<file path="src/rtl/fpd_pkg.sv">
// ----------------------------------------------------------------------------
// fpd_pkg
// Types and constants shared by the framed packet deframer modules.
// ----------------------------------------------------------------------------
`timescale 1ns / 1ps

package fpd_pkg;

  localparam int CFG_IDX_W = 1;
  localparam int CFG_DATA_W = 8;

  localparam logic [CFG_IDX_W-1:0] REG_START_MARKER = 1'd0;
  localparam logic [CFG_IDX_W-1:0] REG_END_MARKER = 1'd1;

  localparam int QUEUE_DEPTH = 2;

  typedef enum logic [1:0] {
    ST_OK  = 2'd0,
    ST_LEN = 2'd1,
    ST_END = 2'd2,
    ST_CHK = 2'd3
  } status_t;

  typedef struct packed {
    status_t     status;
    logic [15:0] module_id;
    logic [7:0]  len;
    logic        bank;
  } job_t;

  typedef struct packed {
    logic valid;
    logic bank;
  } bank_rel_t;

  typedef enum logic {
    BK_IDLE = 1'b0,
    BK_RUN  = 1'b1
  } bk_state_t;

endpackage

</file>
<file path="src/rtl/framed_packet_deframer.sv">
// ----------------------------------------------------------------------------
// framed_packet_deframer
// Deframes a received byte stream and emits checked payload bytes, or one
// result per frame for an error or an empty payload.
// ----------------------------------------------------------------------------
// One received byte is taken per cycle. A parser checks framing, length and
// the XOR checksum and writes payload bytes into one of two RAM banks; a
// two-entry job queue hands finished frames to a sequencer that reads the
// bank back and drives one result per cycle, unless the output stalls,
// through an output register. With the result side idle, a single result
// goes from the queue into the output register, and a payload run's first
// byte also passes the run state and RAM read register. The input stalls
// only when the job queue is full as the high length byte or end marker
// arrives, or when the parser reaches payload while the bank it would
// write is still being read out, so long payloads with short gaps pace the
// input at about one byte per result. No clearing pass runs after reset.
`timescale 1ns / 1ps

module framed_packet_deframer import fpd_pkg::*; #(
  parameter int MAX_PAYLOAD = 40
) (
  input  logic                  clk,
  input  logic                  rst_n,
  input  logic                  cfg_we,
  input  logic [CFG_IDX_W-1:0]  cfg_index,
  input  logic [CFG_DATA_W-1:0] cfg_data,
  input  logic                  in_valid,
  output logic                  in_stall,
  input  logic [7:0]            in_rx_byte,
  output logic                  out_valid,
  input  logic                  out_stall,
  output logic [1:0]            out_status,
  output logic [15:0]           out_module_id,
  output logic [5:0]            out_payload_length,
  output logic [5:0]            out_byte_index,
  output logic [7:0]            out_payload_byte,
  output logic                  out_last
);

  localparam int IW = $clog2(MAX_PAYLOAD > 1 ? MAX_PAYLOAD : 2);
  localparam int AW = IW + 1;

  logic          ram_we;
  logic [AW-1:0] ram_waddr;
  logic [7:0]    ram_wdata;
  logic          ram_re;
  logic [AW-1:0] ram_raddr;
  logic [7:0]    ram_rdata;
  logic          q_push;
  job_t          q_push_job;
  logic          q_full;
  logic          q_pop;
  job_t          q_pop_job;
  logic          q_empty;
  bank_rel_t     rel;

  fpd_front #(
    .MAX_PAYLOAD(MAX_PAYLOAD)
  ) u_front (
    .clk       (clk),
    .rst_n     (rst_n),
    .cfg_we    (cfg_we),
    .cfg_index (cfg_index),
    .cfg_data  (cfg_data),
    .in_valid  (in_valid),
    .in_stall  (in_stall),
    .in_rx_byte(in_rx_byte),
    .ram_we    (ram_we),
    .ram_waddr (ram_waddr),
    .ram_wdata (ram_wdata),
    .q_push    (q_push),
    .q_job     (q_push_job),
    .q_full    (q_full),
    .rel       (rel)
  );

  fpd_queue u_queue (
    .clk     (clk),
    .rst_n   (rst_n),
    .push    (q_push),
    .push_job(q_push_job),
    .full    (q_full),
    .pop     (q_pop),
    .pop_job (q_pop_job),
    .empty   (q_empty)
  );

  fpd_ram #(
    .WIDTH(8),
    .DEPTH(2 ** AW)
  ) u_ram (
    .clk  (clk),
    .we   (ram_we),
    .waddr(ram_waddr),
    .wdata(ram_wdata),
    .re   (ram_re),
    .raddr(ram_raddr),
    .rdata(ram_rdata)
  );

  fpd_back #(
    .MAX_PAYLOAD(MAX_PAYLOAD)
  ) u_back (
    .clk               (clk),
    .rst_n             (rst_n),
    .job_valid         (!q_empty),
    .job               (q_pop_job),
    .job_pop           (q_pop),
    .ram_re            (ram_re),
    .ram_raddr         (ram_raddr),
    .ram_rdata         (ram_rdata),
    .rel               (rel),
    .out_valid         (out_valid),
    .out_stall         (out_stall),
    .out_status        (out_status),
    .out_module_id     (out_module_id),
    .out_payload_length(out_payload_length),
    .out_byte_index    (out_byte_index),
    .out_payload_byte  (out_payload_byte),
    .out_last          (out_last)
  );

endmodule

</file>
<file path="src/rtl/fpd_ram.sv">
// ----------------------------------------------------------------------------
// fpd_ram
// Generic single-write, single-read RAM with registered read data.
// ----------------------------------------------------------------------------
`timescale 1ns / 1ps

module fpd_ram #(
  parameter int WIDTH = 8,
  parameter int DEPTH = 128
) (
  input  logic                     clk,
  input  logic                     we,
  input  logic [$clog2(DEPTH)-1:0] waddr,
  input  logic [WIDTH-1:0]         wdata,
  input  logic                     re,
  input  logic [$clog2(DEPTH)-1:0] raddr,
  output logic [WIDTH-1:0]         rdata
);

  logic [WIDTH-1:0] mem_r [DEPTH];
  logic [WIDTH-1:0] rdata_r;

  always_ff @(posedge clk) begin
    if (we) begin
      mem_r[waddr] <= wdata;
    end
    if (re) begin
      rdata_r <= mem_r[raddr];
    end
  end

  assign rdata = rdata_r;

endmodule

</file>
<file path="src/rtl/fpd_front.sv">
// ----------------------------------------------------------------------------
// fpd_front
// Frame parser: tracks byte position, collects header fields, stores the
// payload into the free bank and queues one job per finished frame.
// ----------------------------------------------------------------------------
`timescale 1ns / 1ps

module fpd_front import fpd_pkg::*; #(
  parameter int MAX_PAYLOAD = 40
) (
  input  logic                          clk,
  input  logic                          rst_n,
  input  logic                          cfg_we,
  input  logic [CFG_IDX_W-1:0]          cfg_index,
  input  logic [CFG_DATA_W-1:0]         cfg_data,
  input  logic                          in_valid,
  output logic                          in_stall,
  input  logic [7:0]                    in_rx_byte,
  output logic                          ram_we,
  output logic [$clog2(MAX_PAYLOAD > 1 ? MAX_PAYLOAD : 2):0] ram_waddr,
  output logic [7:0]                    ram_wdata,
  output logic                          q_push,
  output job_t                          q_job,
  input  logic                          q_full,
  input  bank_rel_t                     rel
);

  localparam int IW = $clog2(MAX_PAYLOAD > 1 ? MAX_PAYLOAD : 2);
  localparam int LW = $clog2(MAX_PAYLOAD + 1);
  localparam int PW = $clog2(MAX_PAYLOAD + 8);

  logic [7:0]    start_r;
  logic [7:0]    end_r;
  logic [PW-1:0] pos_r, pos_nxt;
  logic [15:0]   id_r, id_nxt;
  logic [7:0]    len_lo_r, len_lo_nxt;
  logic [LW-1:0] len_r, len_nxt;
  logic [7:0]    xor_r, xor_nxt;
  logic [7:0]    chk_r, chk_nxt;
  logic          bank_r, bank_nxt;
  logic [1:0]    busy_r, busy_nxt;

  logic          accept;
  logic          is_idle;
  logic          is_hdr;
  logic          is_pay;
  logic          is_chk;
  logic          is_end;
  logic [PW-1:0] end_pay;
  logic [15:0]   full_len;
  logic          too_long;
  logic [7:0]    xor_in;
  status_t       end_status;

  assign end_pay  = PW'(6) + PW'(len_r);
  assign is_idle  = (pos_r == '0);
  assign is_hdr   = !is_idle && (pos_r <= PW'(5));
  assign is_pay   = !is_idle && !is_hdr && (pos_r < end_pay);
  assign is_chk   = !is_idle && !is_hdr && (pos_r == end_pay);
  assign is_end   = !is_idle && !is_hdr && !is_pay && !is_chk;
  assign full_len = {in_rx_byte, len_lo_r};
  assign too_long = (full_len > 16'(MAX_PAYLOAD));
  assign xor_in   = xor_r ^ in_rx_byte;

  assign in_stall = (((pos_r == PW'(5)) || is_end) && q_full) || (is_pay && busy_r[bank_r]);
  assign accept   = in_valid && !in_stall;

  always_comb begin
    if (in_rx_byte != end_r) begin
      end_status = ST_END;
    end else if (xor_r != chk_r) begin
      end_status = ST_CHK;
    end else begin
      end_status = ST_OK;
    end
  end

  always_comb begin
    pos_nxt    = pos_r;
    id_nxt     = id_r;
    len_lo_nxt = len_lo_r;
    len_nxt    = len_r;
    xor_nxt    = xor_r;
    chk_nxt    = chk_r;
    bank_nxt   = bank_r;
    busy_nxt   = busy_r;
    ram_we     = 1'b0;
    ram_waddr  = {bank_r, IW'(pos_r - PW'(6))};
    ram_wdata  = in_rx_byte;
    q_push     = 1'b0;
    q_job      = '{status: ST_OK, module_id: id_r, len: 8'(len_r), bank: bank_r};

    if (rel.valid) begin
      busy_nxt[rel.bank] = 1'b0;
    end

    if (accept) begin
      if (is_idle) begin
        if (in_rx_byte == start_r) begin
          pos_nxt = PW'(1);
          xor_nxt = '0;
        end
      end else if (is_hdr) begin
        xor_nxt = xor_in;
        pos_nxt = pos_r + PW'(1);
        if (pos_r == PW'(2)) begin
          id_nxt = {id_r[15:8], in_rx_byte};
        end else if (pos_r == PW'(3)) begin
          id_nxt = {in_rx_byte, id_r[7:0]};
        end else if (pos_r == PW'(4)) begin
          len_lo_nxt = in_rx_byte;
        end else if (pos_r == PW'(5)) begin
          if (too_long) begin
            // drop the frame and retry this byte as a start marker
            q_push = 1'b1;
            q_job  = '{status: ST_LEN, module_id: id_r, len: 8'd0, bank: 1'b0};
            if (in_rx_byte == start_r) begin
              pos_nxt = PW'(1);
              xor_nxt = '0;
            end else begin
              pos_nxt = '0;
            end
          end else begin
            len_nxt = LW'(full_len);
          end
        end
      end else if (is_pay) begin
        ram_we  = 1'b1;
        xor_nxt = xor_in;
        pos_nxt = pos_r + PW'(1);
      end else if (is_chk) begin
        chk_nxt = in_rx_byte;
        pos_nxt = pos_r + PW'(1);
      end else begin
        pos_nxt      = '0;
        q_push       = 1'b1;
        q_job.status = end_status;
        if ((end_status == ST_OK) && (len_r != '0)) begin
          bank_nxt         = !bank_r;
          busy_nxt[bank_r] = 1'b1;
        end
      end
    end
  end

  always_ff @(posedge clk) begin
    if (!rst_n) begin
      start_r  <= '0;
      end_r    <= '0;
      pos_r    <= '0;
      id_r     <= '0;
      len_lo_r <= '0;
      len_r    <= '0;
      xor_r    <= '0;
      chk_r    <= '0;
      bank_r   <= 1'b0;
      busy_r   <= '0;
    end else begin
      if (cfg_we && (cfg_index == REG_START_MARKER)) begin
        start_r <= cfg_data;
      end
      if (cfg_we && (cfg_index == REG_END_MARKER)) begin
        end_r <= cfg_data;
      end
      pos_r    <= pos_nxt;
      id_r     <= id_nxt;
      len_lo_r <= len_lo_nxt;
      len_r    <= len_nxt;
      xor_r    <= xor_nxt;
      chk_r    <= chk_nxt;
      bank_r   <= bank_nxt;
      busy_r   <= busy_nxt;
    end
  end

endmodule

</file>
<file path="src/rtl/fpd_queue.sv">
// ----------------------------------------------------------------------------
// fpd_queue
// Short job queue between the frame parser and the result sequencer.
// ----------------------------------------------------------------------------
`timescale 1ns / 1ps

module fpd_queue import fpd_pkg::*; (
  input  logic clk,
  input  logic rst_n,
  input  logic push,
  input  job_t push_job,
  output logic full,
  input  logic pop,
  output job_t pop_job,
  output logic empty
);

  localparam int QPW = $clog2(QUEUE_DEPTH);
  localparam int QCW = $clog2(QUEUE_DEPTH + 1);

  job_t           mem_r [QUEUE_DEPTH];
  logic [QPW-1:0] wp_r;
  logic [QPW-1:0] rp_r;
  logic [QCW-1:0] cnt_r, cnt_nxt;

  assign full    = (cnt_r == QCW'(QUEUE_DEPTH));
  assign empty   = (cnt_r == '0);
  assign pop_job = mem_r[rp_r];

  always_comb begin
    cnt_nxt = cnt_r;
    if (push && !pop) begin
      cnt_nxt = cnt_r + QCW'(1);
    end else if (pop && !push) begin
      cnt_nxt = cnt_r - QCW'(1);
    end
  end

  always_ff @(posedge clk) begin
    if (push) begin
      mem_r[wp_r] <= push_job;
    end
  end

  always_ff @(posedge clk) begin
    if (!rst_n) begin
      wp_r  <= '0;
      rp_r  <= '0;
      cnt_r <= '0;
    end else begin
      if (push) begin
        wp_r <= wp_r + QPW'(1);
      end
      if (pop) begin
        rp_r <= rp_r + QPW'(1);
      end
      cnt_r <= cnt_nxt;
    end
  end

endmodule

</file>
<file path="src/rtl/fpd_back.sv">
// ----------------------------------------------------------------------------
// fpd_back
// Result sequencer: takes jobs from the queue, reads stored payload bytes
// and drives the output register.
// ----------------------------------------------------------------------------
`timescale 1ns / 1ps

module fpd_back import fpd_pkg::*; #(
  parameter int MAX_PAYLOAD = 40
) (
  input  logic        clk,
  input  logic        rst_n,
  input  logic        job_valid,
  input  job_t        job,
  output logic        job_pop,
  output logic        ram_re,
  output logic [$clog2(MAX_PAYLOAD > 1 ? MAX_PAYLOAD : 2):0] ram_raddr,
  input  logic [7:0]  ram_rdata,
  output bank_rel_t   rel,
  output logic        out_valid,
  input  logic        out_stall,
  output logic [1:0]  out_status,
  output logic [15:0] out_module_id,
  output logic [5:0]  out_payload_length,
  output logic [5:0]  out_byte_index,
  output logic [7:0]  out_payload_byte,
  output logic        out_last
);

  localparam int IW = $clog2(MAX_PAYLOAD > 1 ? MAX_PAYLOAD : 2);
  localparam int LW = $clog2(MAX_PAYLOAD + 1);

  bk_state_t     state_r, state_nxt;
  logic [15:0]   id_r;
  logic [LW-1:0] len_r;
  logic          bank_r;
  logic [IW-1:0] idx_r;
  logic          pend_r;
  logic [IW-1:0] pend_idx_r;
  logic          pend_last_r;

  logic          out_valid_r;
  logic [1:0]    out_status_r;
  logic [15:0]   out_id_r;
  logic [5:0]    out_len_r;
  logic [5:0]    out_idx_r;
  logic [7:0]    out_byte_r;
  logic          out_last_r;

  logic          out_free;
  logic          xfer;
  logic          can_issue;
  logic          last_idx;
  logic          job_simple;
  logic          direct_load;
  logic          run_start;

  assign out_free   = !out_valid_r || !out_stall;
  assign xfer       = pend_r && out_free;
  assign can_issue  = !pend_r || xfer;
  assign last_idx   = ((LW'(idx_r) + LW'(1)) == len_r);
  assign job_simple = (job.status != ST_OK) || (job.len == 8'd0);

  always_comb begin
    state_nxt = state_r;
    case (state_r)
      BK_IDLE: begin
        if (job_valid && !pend_r && !job_simple) begin
          state_nxt = BK_RUN;
        end
      end
      BK_RUN: begin
        if (can_issue && last_idx) begin
          state_nxt = BK_IDLE;
        end
      end
      default: state_nxt = BK_IDLE;
    endcase
  end

  always_comb begin
    job_pop     = 1'b0;
    direct_load = 1'b0;
    run_start   = 1'b0;
    ram_re      = 1'b0;
    rel         = '{valid: 1'b0, bank: bank_r};
    case (state_r)
      BK_IDLE: begin
        if (job_valid && !pend_r) begin
          if (job_simple) begin
            job_pop     = out_free;
            direct_load = out_free;
          end else begin
            job_pop   = 1'b1;
            run_start = 1'b1;
          end
        end
      end
      BK_RUN: begin
        ram_re    = can_issue;
        rel.valid = can_issue && last_idx;
      end
      default: ;
    endcase
  end

  assign ram_raddr = {bank_r, idx_r};

  always_ff @(posedge clk) begin
    if (run_start) begin
      id_r   <= job.module_id;
      len_r  <= LW'(job.len);
      bank_r <= job.bank;
    end
    if (run_start) begin
      idx_r <= '0;
    end else if (ram_re) begin
      idx_r <= idx_r + IW'(1);
    end
    if (ram_re) begin
      pend_idx_r  <= idx_r;
      pend_last_r <= last_idx;
    end
    if (direct_load) begin
      out_status_r <= job.status;
      out_id_r     <= job.module_id;
      out_len_r    <= 6'(job.len);
      out_idx_r    <= '0;
      out_byte_r   <= '0;
      out_last_r   <= 1'b1;
    end else if (xfer) begin
      out_status_r <= ST_OK;
      out_id_r     <= id_r;
      out_len_r    <= 6'(len_r);
      out_idx_r    <= 6'(pend_idx_r);
      out_byte_r   <= ram_rdata;
      out_last_r   <= pend_last_r;
    end
  end

  always_ff @(posedge clk) begin
    if (!rst_n) begin
      state_r     <= BK_IDLE;
      pend_r      <= 1'b0;
      out_valid_r <= 1'b0;
    end else begin
      state_r <= state_nxt;
      if (ram_re) begin
        pend_r <= 1'b1;
      end else if (xfer) begin
        pend_r <= 1'b0;
      end
      if (direct_load || xfer) begin
        out_valid_r <= 1'b1;
      end else if (!out_stall) begin
        out_valid_r <= 1'b0;
      end
    end
  end

  assign out_valid          = out_valid_r;
  assign out_status         = out_status_r;
  assign out_module_id      = out_id_r;
  assign out_payload_length = out_len_r;
  assign out_byte_index     = out_idx_r;
  assign out_payload_byte   = out_byte_r;
  assign out_last           = out_last_r;

endmodule

</file>
<file path="config.mk">
export PLATFORM = sky130hd
export DESIGN_NAME = framed_packet_deframer
export DESIGN_NICKNAME = d
export VERILOG_FILES = /design/src/rtl/fpd_pkg.sv /design/src/rtl/framed_packet_deframer.sv /design/src/rtl/fpd_ram.sv /design/src/rtl/fpd_front.sv /design/src/rtl/fpd_queue.sv /design/src/rtl/fpd_back.sv
export SDC_FILE = /design/constraint.sdc
export NUM_CORES = 1
export LEC_CHECK = 0
export BUFFER_PORTS_ARGS = -buffer_cell sky130_fd_sc_hd__clkbuf_2
export CORE_MARGIN = 2
export CORE_UTILIZATION = 34
export DETAILED_ROUTE_END_ITERATION = 8
export GPL_ROUTABILITY_DRIVEN = 0
export PLACE_DENSITY_LB_ADDON = 0.25
export SYNTH_ARGS = -nofsm -noshare
export SYNTH_HDL_FRONTEND = slang
export SYNTH_SLANG_ARGS = --single-unit
</file>
<file path="constraint.sdc">
create_clock -name clk -period 3.7 [get_ports clk]
set_input_delay 0.555 -clock clk [delete_from_list [all_inputs] [get_ports clk]]
set_output_delay 0.555 -clock clk [all_outputs]
set_load 0.1 [all_outputs]
</file>
* Yosys cells after proc, flatten, opt, wreduce, memory -nomap -nowiden *
Memories as Yosys holds them, arrays and structs flattened. A register that Yosys moved wholly into a read port is not among the register bits.
Index checks and enable logic that the tools add are counted.

operators by class
  reduce and logical (&&, ||, !) cells = 57
  bitwise gates (word level) = 14
  multiplexer cells = 94
  $lt $le $gt $ge = 7
  eq/ne operators = 12
  $add $sub $neg = 8

operator list
  kind                   number
  $mux W27               5
  $mux W8                11
  $mux W6                12
  $mux W26               2
  $mux W1                42
  $mux W16               2
  $mux W2                16
  $mux W25               1
  $logic_and A1 B1 Y1    20
  $gt A16 B6 Y1 const B  1
  $ne A8 B8 Y1           2
  $logic_not A1 Y1       13
  $add A6 B1 Y6 const B  2
  $eq A6 B2 Y1 const B   2
  $eq A6 B3 Y1 const B   2
  $eq A6 B6 Y1           2
  $reduce_and A6 Y1      2
  $not A1 Y1             10
  $reduce_and A5 Y1      2
  $eq A8 B8 Y1           1
  $logic_not A8 Y1       1
  $reduce_and A8 Y1      1
  $reduce_bool A2 Y1     4
  $xor A8 B8 Y8          1
  other kinds (25)       35

word-level totals
  memories kept = 2
  RAM bits = 1078
  output and inout bits = 41
  logic and storage cells = 223
  bits in registers = 153

memories
  memory         depth  width  read ports  clocked after Yosys merged registers in  wr ports  line             text
  u_ram.mem_r    128    8      1           1                                        1         fpd_ram.sv:20    logic [WIDTH-1:0] mem_r [DEPTH];
  u_queue.mem_r  2      27     1           1                                        1         fpd_queue.sv:21  job_t mem_r [QUEUE_DEPTH];

* Depth between registers and ports, before layout *
Gate-level depths: netlist (run 1).

  word-level depth = 19
  mapped depth = 15
  depth with buffers taken out = 15

* By module *
A second synthesis (run 1) with hierarchy kept.

second synthesis, totals
  cell total of the unflattened synthesis = 2391
  area total of the unflattened synthesis = 48753.0 µm²

by module, submodules not included
  module                  seq. area each (µm²)  instances  area an instance (µm²)  cells each
  fpd_ram                 30989.7               1          39745.6                 1635
  fpd_front               1421.4                1          3794.9                  432
  fpd_back                2102.0                1          3044.2                  217
  fpd_queue               1721.7                1          2164.6                  106
  framed_packet_deframer  0.0                   1          3.8                     1

* Worst setup path before layout (run 1) *
No wires, ideal clock.

  kind = register to register
  from = register (tool-made name)
  to = register u_queue.cnt_r[1]
  setup slack = 0.063 ns
  data arrival time = 3.566 ns
  stages on the path, launching flop included = 10
  data required time = 3.629 ns
  clock period less this slack = 3.637 ns
  cell sequence = dfxtp_1 -> buf_2 -> mux2i_1 -> nand4_1 -> o22ai_1 -> nor4_2 -> nor2_1 -> ha_1 -> or3_1 -> a21oi_1

RTL lines
  element               line             text
  to (signal assigned)  fpd_queue.sv:57  cnt_r <= cnt_nxt;
  to (decl)             fpd_queue.sv:24  logic [QCW-1:0] cnt_r, cnt_nxt;

* Final worst setup path (run 1) *
  from = register u_front.pos_r[0]
  to = output port in_stall

between the ends
  word-level cells in the longest chain between the ends = 12

RTL lines
  element                                                line                          text
  from (decl)                                            fpd_front.sv:34               logic [PW-1:0] pos_r, pos_nxt;
  from (signal assigned)                                 fpd_front.sv:165              pos_r <= pos_nxt;
  branches (longest 11 deep; another with $le A6 B3 Y1)  n/a
  $logic_or A1 B1 Y1 (*)                                 fpd_front.sv:65               assign in_stall = (((pos_r == PW'(5)) || is_end) && q_full) || (is_pay && busy_r[bank_r]);
  to (decl)                                              framed_packet_deframer.sv:28  output logic in_stall,

Mark *: on every way between the ends.

==> metrics.md, run 1 <==
| Metric | Value |
|---|---|
| Status | finished clean |
| Detailed placement HPWL | 78800 microns |
| VDD IR max | 627 uV |
| Root buffer cell | clkbuf_16 |
| Max Freq | 284 MHz |
| Count of input and output buffers | 62 |
| Yosys warning count | 0 |
| Sequential cell area | 0.0361 sq mm |
| Cts bufs inserted | 130 |
| CTS HTree Levels | 4 |
| CP required | 3140 ps |
| Worst hold start | cfg_data[2] |
| Initial Utilization | 34.3% |
| Fin crit share | 95.3% |
| Cell count after synthesis | 2634 |
| Total I/O pin count | 63 |
| Multi-input logic area | 0.0121 sq mm |
| Clock-pin slew on the worst setup and hold paths | 50 ps |
| Clock sink count | 1236 |
| Final setup fails | 0 |
| Part of the Yosys area used for sequential elements | 74.3% |
| Startpoint type of the worst setup path | register |
| Number of global-route vias before repair | 26266 |
| FF-to-FF Start | u_back.idx_r[0] |
| Final setup TNS | 0 ps |
| Syn Area/Cell | 18.5 sq um |
| Main synth FF type | edfxtp_1 |
| Reg2reg setup slack | 240 ps |
| Number of synthesized register bits | 1236 |
| Total routed wirelength | 122000 microns |
| Async SR Flop Fraction | 0% |
| Hold violation count in the final report | 0 |
| Global-route wire length before repair | 179000 microns |
| WHS | 83.3 ps |
| Max-slew violations | 0 |
| CP Max Fanout | 9 |
| Layout cells sized above 1 | 26.3% |
| CP Capture Type | primary output |
| Final antenna-violating net count | 0 |
| Post-synth EDFFs | 1136 |
| Total GRT Usage | 16.7% |
| Area Overhead vs Synth | 17.3% |
| Gr ovfl total | 0 |
| CTS tree | built |
| Nets | 2977 |
| Min Tclk post-route | 3520 ps |
| Fillers | 12500 |
| Critical path class | reg2out |
| CORE AREA | 0.142 sq mm |
| Worst-Skew Late Latency | 750 ps |
| Max_cap viols | 0 |
| Die footprint | 0.146 sq mm |
| Vias post-DR | 25430 |
| PD cells | 644 mW/mm^2 |
| Pre-antenna DRT Iters | 6 |
| Largest net degree at the start of global routing | 105 |
| Crit. Startpoint | u_front.pos_r[0] |
| P_leak | 0.0183 uW |
| Clk_skew | 26.4 ps |
| Rows | 138 |
| Clock Tree Buf Depth | 3 |
| Wirelength per Cell | 24.7 microns |
| Crit path DAT | 2970 ps |
| Die H | 382 microns |
| Vias per std cell | 5.15 |
| HP Class | in2reg |
| Max-slew headroom | 20.2% |
| Die W | 382 microns |
| Post-Syn Area | 0.0486 sq mm |
| RSZ-0062 raised after global routing | false |
| First DRT Iteration DRCs | 2592 |
| Antenna violations before repair | 2 |
| Residual DRC | 0 |
| Least-Margin Pin Slew | 1200 ps |
| Post-synthesis cell type count | 64 |
-- repair_timing --
action,CTS,global route
setup buffers,1,3
setup endpoints to repair,1,1
pin swaps,1,2
hold buffers,0,0
resized for setup,8,4
hold endpoints to repair,0,0
-- path summary, 6_finish.rpt --
check	end	cells past startpoint
max	in_stall	8
max reg2reg	u_ram.rdata[7]	7
min reg2reg	u_back.out_payload_byte[7]	2
min	u_front.start_r[2]	3
-- sequential cells by signal, indices dropped and copies added (netlist names), 2 cells and up, named ones only --
register,flops
u_front.xor_r,8
u_back.out_payload_length,6
u_ram.rdata,8
u_queue.mem_r,50
u_front.len_r,6
u_back.out_byte_index,6
u_front.start_r,8
u_back.out_status,2
u_back.len_r,6
u_back.idx_r,6
u_back.out_payload_byte,8
u_queue.cnt_r,2
u_back.out_module_id,16
u_back.pend_idx_r,6
u_front.pos_r,6
u_front.end_r,8
u_back.id_r,16
u_front.len_lo_r,8
u_front.busy_r,2
u_front.id_r,16
u_ram.mem_r,1024
u_front.chk_r,8
-- where the power goes --
group	internal (uW)	total [uW]	leakage [uW]	switching, uW
logic	3290	7700	0.00514	4410
registers	15600	15900	0.0111	260
clock network	7750	13200	0.00210	5410
total	26700	36700	0.0183	10100
-- layout make-up --
cell class              instances  share of cell area, %
clock buffers                 159                   6.00
inverters                      17                  0.112
multi-input cells            1292                   21.1
flip-flops and latches       1236                   63.3
repair buffers                264                   3.73
clock inverters                75                   1.52
well taps                    1890                   4.15
diodes                          2                0.00878
-- metal layers --
layer / routed length [microns] / vias up / global-route usage [%]
li1: - / 11101 / -
met1: 53000 / 13423 / 22.5
met2: 59800 / 723 / 27.4
met3: 6320 / 181 / 3.14
met4: 2790 / 2 / 4.96
met5: 13 / - / 0
-- kinds of logic after synthesis --
| kind of cell | synth area share [%] |
|---|---|
| buffers and inverters | 1.49 |
| DFF | 74.3 |
| muxes | 14.4 |
| adders and majority gates | 0.360 |
| xor gates and xnor gates | 0.775 |
| AOI/OAI and AO/OA | 3.23 |
| other | 0.00771 |
| and+or+nand+nor | 5.47 |
-- placed cells by master, fill, tap and decap left out, drive strengths merged, types with 59 or more instances in the layout --
master / netlist / final
edfxtp: 1136 / 1136
mux4: 256 / 256
clkbuf: 92 / 212
buf: 60 / 211
nor2: 199 / 199
nand2: 158 / 158
dfxtp: 100 / 100
nand3: 66 / 66
mux2: 65 / 65
conb: 1 / 64
a211oi: 59 / 59
-- metrics by stage --
stage / setup slack [ps] / cells / util [%] / power [uW] / instance area [sq um]
after floorplan: 63.2 / 2697 / - / 21600 / 48900
after global placement: 203 / 4695 / 37.1 / 24000 / 52700
after detailed placement: 195 / 4695 / 37.1 / 24000 / 52700
after CTS: 59.9 / 4930 / 40.2 / 37200 / 57000
after global routing: 11.9 / 4934 / 40.2 / 38100 / 57000
final: 176 / 4935 / 40.2 / 36700 / 57000
-- critical path, stage by stage (launching register included) --
cell and delay, ps:
dfxtp_1 320, buf_4 170, ha_1 240, or3b_1 420
and2_1 220, nor3_1 380, nand2_1 170, nand3_4 140
buf_12 180
-- Yosys cell counts (33+ instances only) --
library cell / instances / area share (%)
nand2_1: 158 / 1.2
a211oi_1: 59 / 0.91
mux4_2: 256 / 12
o21ai_0: 52 / 0.54
nand3_1: 64 / 0.66
mux2_2: 65 / 1.5
nor2_1: 199 / 1.5
mux2i_1: 49 / 1.0
xor2_1: 33 / 0.59
a21oi_1: 42 / 0.43
clkbuf_1: 92 / 0.71
dfxtp_1: 100 / 4.1
nor2b_1: 46 / 0.59
buf_2: 40 / 0.41
edfxtp_1: 1136 / 70
Power figures use the tool's default switching activity.
==> run 2: changes to the inputs <==
Clock period 3.7 ns to 4.5 ns, I/O delays scaled along.
==> run 2 against run 1 <==
Effect of this change:
- clock skew rose by 5.5 ps
- critical path depth rose by 2
- core utilization shrank 0.77 points
- first-iteration DRC count fell by 0.19%
- sequential power fell by 18%
==> metrics.md, run 2 (same netlist as run 1, synthesis figures left out) <==
| Metric | Value |
|---|---|
| Number of flip-flops in the largest register | 1024 (unchanged) |
| Final setup fails | 0 (unchanged) |
| Least-Margin Pin Slew | 1140 ps (-52.8 ps) |
| Max_cap viols | 0 (unchanged) |
| Worst hold start | cfg_data[0] |
| Clock-pin slew on the worst setup and hold paths | 60 ps (about the same) |
| Total GRT Usage | 17.3% (+0.66 points) |
| Global-route wire length before repair | 185000 microns (+3.4%) |
| Die H | 382 microns (unchanged) |
| Layout cells sized above 1 | 23.1% (-3.2 points) |
| Total routed wirelength | 126000 microns (+3.7%) |
| P_leak | 0.0176 uW (-3.8%) |
| Crit. Startpoint | u_front.len_r[1] |
| Startpoint type of the worst setup path | register |
| Number of global-route vias before repair | 25970 (-1.1%) |
| Antenna diodes | 0 (-2) |
| Rows | 138 (unchanged) |
| Power Total | 29600 uW (-19%) |
| Hold endpoint | u_front.start_r[0] |
| Clock Tree Buf Depth | 3 (unchanged) |
| Reg2reg end | u_queue.mem_r[0][15] |
| Top flop regs | u_ram.mem_r (1024), u_queue.mem_r (50) |
| Detailed placement HPWL | 80700 microns (+2.3%) |
| Fin crit share | 95.2% |
| Largest net degree at the start of global routing | 84 (-20%) |
| Highest metal used | met5 |
| Commonest non-fill, non-tap cell in the layout | edfxtp_1 |
| Hold violation count in the final report | 0 (unchanged) |
| CP Capture Type | primary output |
| Max-slew violations | 0 (unchanged) |
| Hold depth | 3 (unchanged) |
| FF-to-FF Start | u_front.len_r[1] |
| Largest Register | u_ram.mem_r |
| Pre-antenna DRT Iters | 5 (-1) |
| Final antenna-violating net count | 0 (unchanged) |
| Clk_skew | 31.8 ps (+5.46 ps) |
| RSZ-0062 raised after global routing | false |
| Count of input and output buffers | 62 (unchanged) |
| Vias per std cell | 5.26 (+2.0%) |
| CTS tree | built |
| CP Max Fanout | 6 (-3) |
| Crit path DAT | 3610 ps (+640 ps) |
| Max-slew headroom | 23.7% (+3.4 points) |
| Residual DRC | 0 (unchanged) |
| CORE AREA | 0.142 sq mm (unchanged) |
| CTS HTree Levels | 4 (unchanged) |
| Vias post-DR | 25381 (-0.19%) |
| Length of routed met3 wiring | 8190 microns (+30%) |
| VDD IR max | 468 uV (-25%) |
| Fin util | 39.5% (-0.77 points) |
| Die footprint | 0.146 sq mm (unchanged) |
| First DRT Iteration DRCs | 2587 (-0.19%) |
| Wirelength per Cell | 26.2 microns (+6.0%) |
| HP Class | in2reg |
| Total I/O pin count | 63 (unchanged) |
| Gr ovfl total | 0 (unchanged) |
| Cts bufs inserted | 130 (unchanged) |
| Area Overhead vs Synth | 15.1% |
| Post-CTS Hold Fix Bufs | 0 (unchanged) |
| Die W | 382 microns (unchanged) |
| Most frequent cells in the layout | edfxtp_1 (1136), mux4_2 (256), nor2_1 (199), nand2_1 (158), clkbuf_16 (135) |
| Met2 WL | 59700 microns (-0.20%) |
| Worst-Skew Late Latency | 760 ps (about the same) |
| Path depth of the worst reg2reg path | 13 (+6) |
| Antenna violations before repair | 2 (unchanged) |
| CP required | 3830 ps (+690 ps) |
| Final setup TNS | 0 ps (unchanged) |
| Initial Utilization | 34.3% (unchanged) |
| Reg2reg setup slack | 650 ps (+410 ps) |
| Nets | 2874 (-3.5%) |
| Min Tclk post-route | 4280 ps |
| PD cells | 529 mW/mm^2 (-18%) |
| Status | finished clean |
| Fillers | 12670 (+1.4%) |
| Wl on met1 | 55400 microns (+4.5%) |
| Root buffer cell | clkbuf_16 |
| Max Freq | 233 MHz |
| Clock sink count | 1236 (unchanged) |
| Critical path class | reg2out |
run 2: cell count changes in the layout (fill, tap and decap cells not counted), moves of 4 or more:
cell	delta
clkbuf_16	+4
bufinv_16	-7
buf_4	-94
buf_12	-10
clkinv_2	-6
clkinv_1	+8
clkbuf_1	+5
run 2: layer usage:
layer / global-route usage [%] / up-vias
met5: 0 / -
met4: 5.38 / 2
met3: 3.36 / 173
met2: 27.3 / 936
met1: 24.3 / 13377
li1: - / 10893
run 2: what timing repair did:
action,4_1_cts,5_1_grt
endpoints found under the setup margin,0,1
buffers inserted,0,0
gates resized for setup,0,1
hold endpoints to repair,0,0
run 2: cell type report:
class,instances,area (sq um),share of cell area (%)
clock buffer,168,3540,6.33
clock inverter,65,599,1.07
multi-input combinational,1292,12000,21.5
tap,1890,2360,4.23
timing repair buffer,161,1220,2.19
inverter,17,63.8,0.114
sequential,1236,36100,64.6
run 2: worst max-delay path by stage:
stage	endpoint	slack, ps	cells after the start
finish	in_stall	220	10
global route	in_stall	4	10
CTS	in_stall	170	10
detailed placement	u_queue.mem_r[0][16]	790	13
global placement	u_queue.mem_r[0][15]	780	13
floorplan	u_queue.cnt_r[1]	860	9
run 2: where the power goes:
| group | internal (uW) | leakage [uW] | switching [uW] |
|---|---|---|---|
| Combinational | 2480 | 0.00453 | 3580 |
| Clock | 6080 | 0.00202 | 4410 |
| Sequential | 12800 | 0.0111 | 197 |
| Total | 21400 | 0.0176 | 8190 |
run 2: critical path, stage by stage, from the launching register on:
cell and delay (ps):
dfxtp_1 400, inv_1 100, ha_1 230, xor2_1 150, ha_1 280, nand2_1 80
a211oi_1 440, o21a_1 250, o21ai_0 250, nand3_1 210, buf_2 450
run 2: through the flow:
step,instances,hold slack (ps),instance area (sq um),worst slack [ps]
6_report,4829,182,55900,216
5_1_grt,4829,167,55900,4.00
4_1_cts,4829,119,55900,166
3_5_place_dp,4596,447,51800,788
3_3_place_gp,4596,439,51800,775
2_1_floorplan,2697,403,48900,863
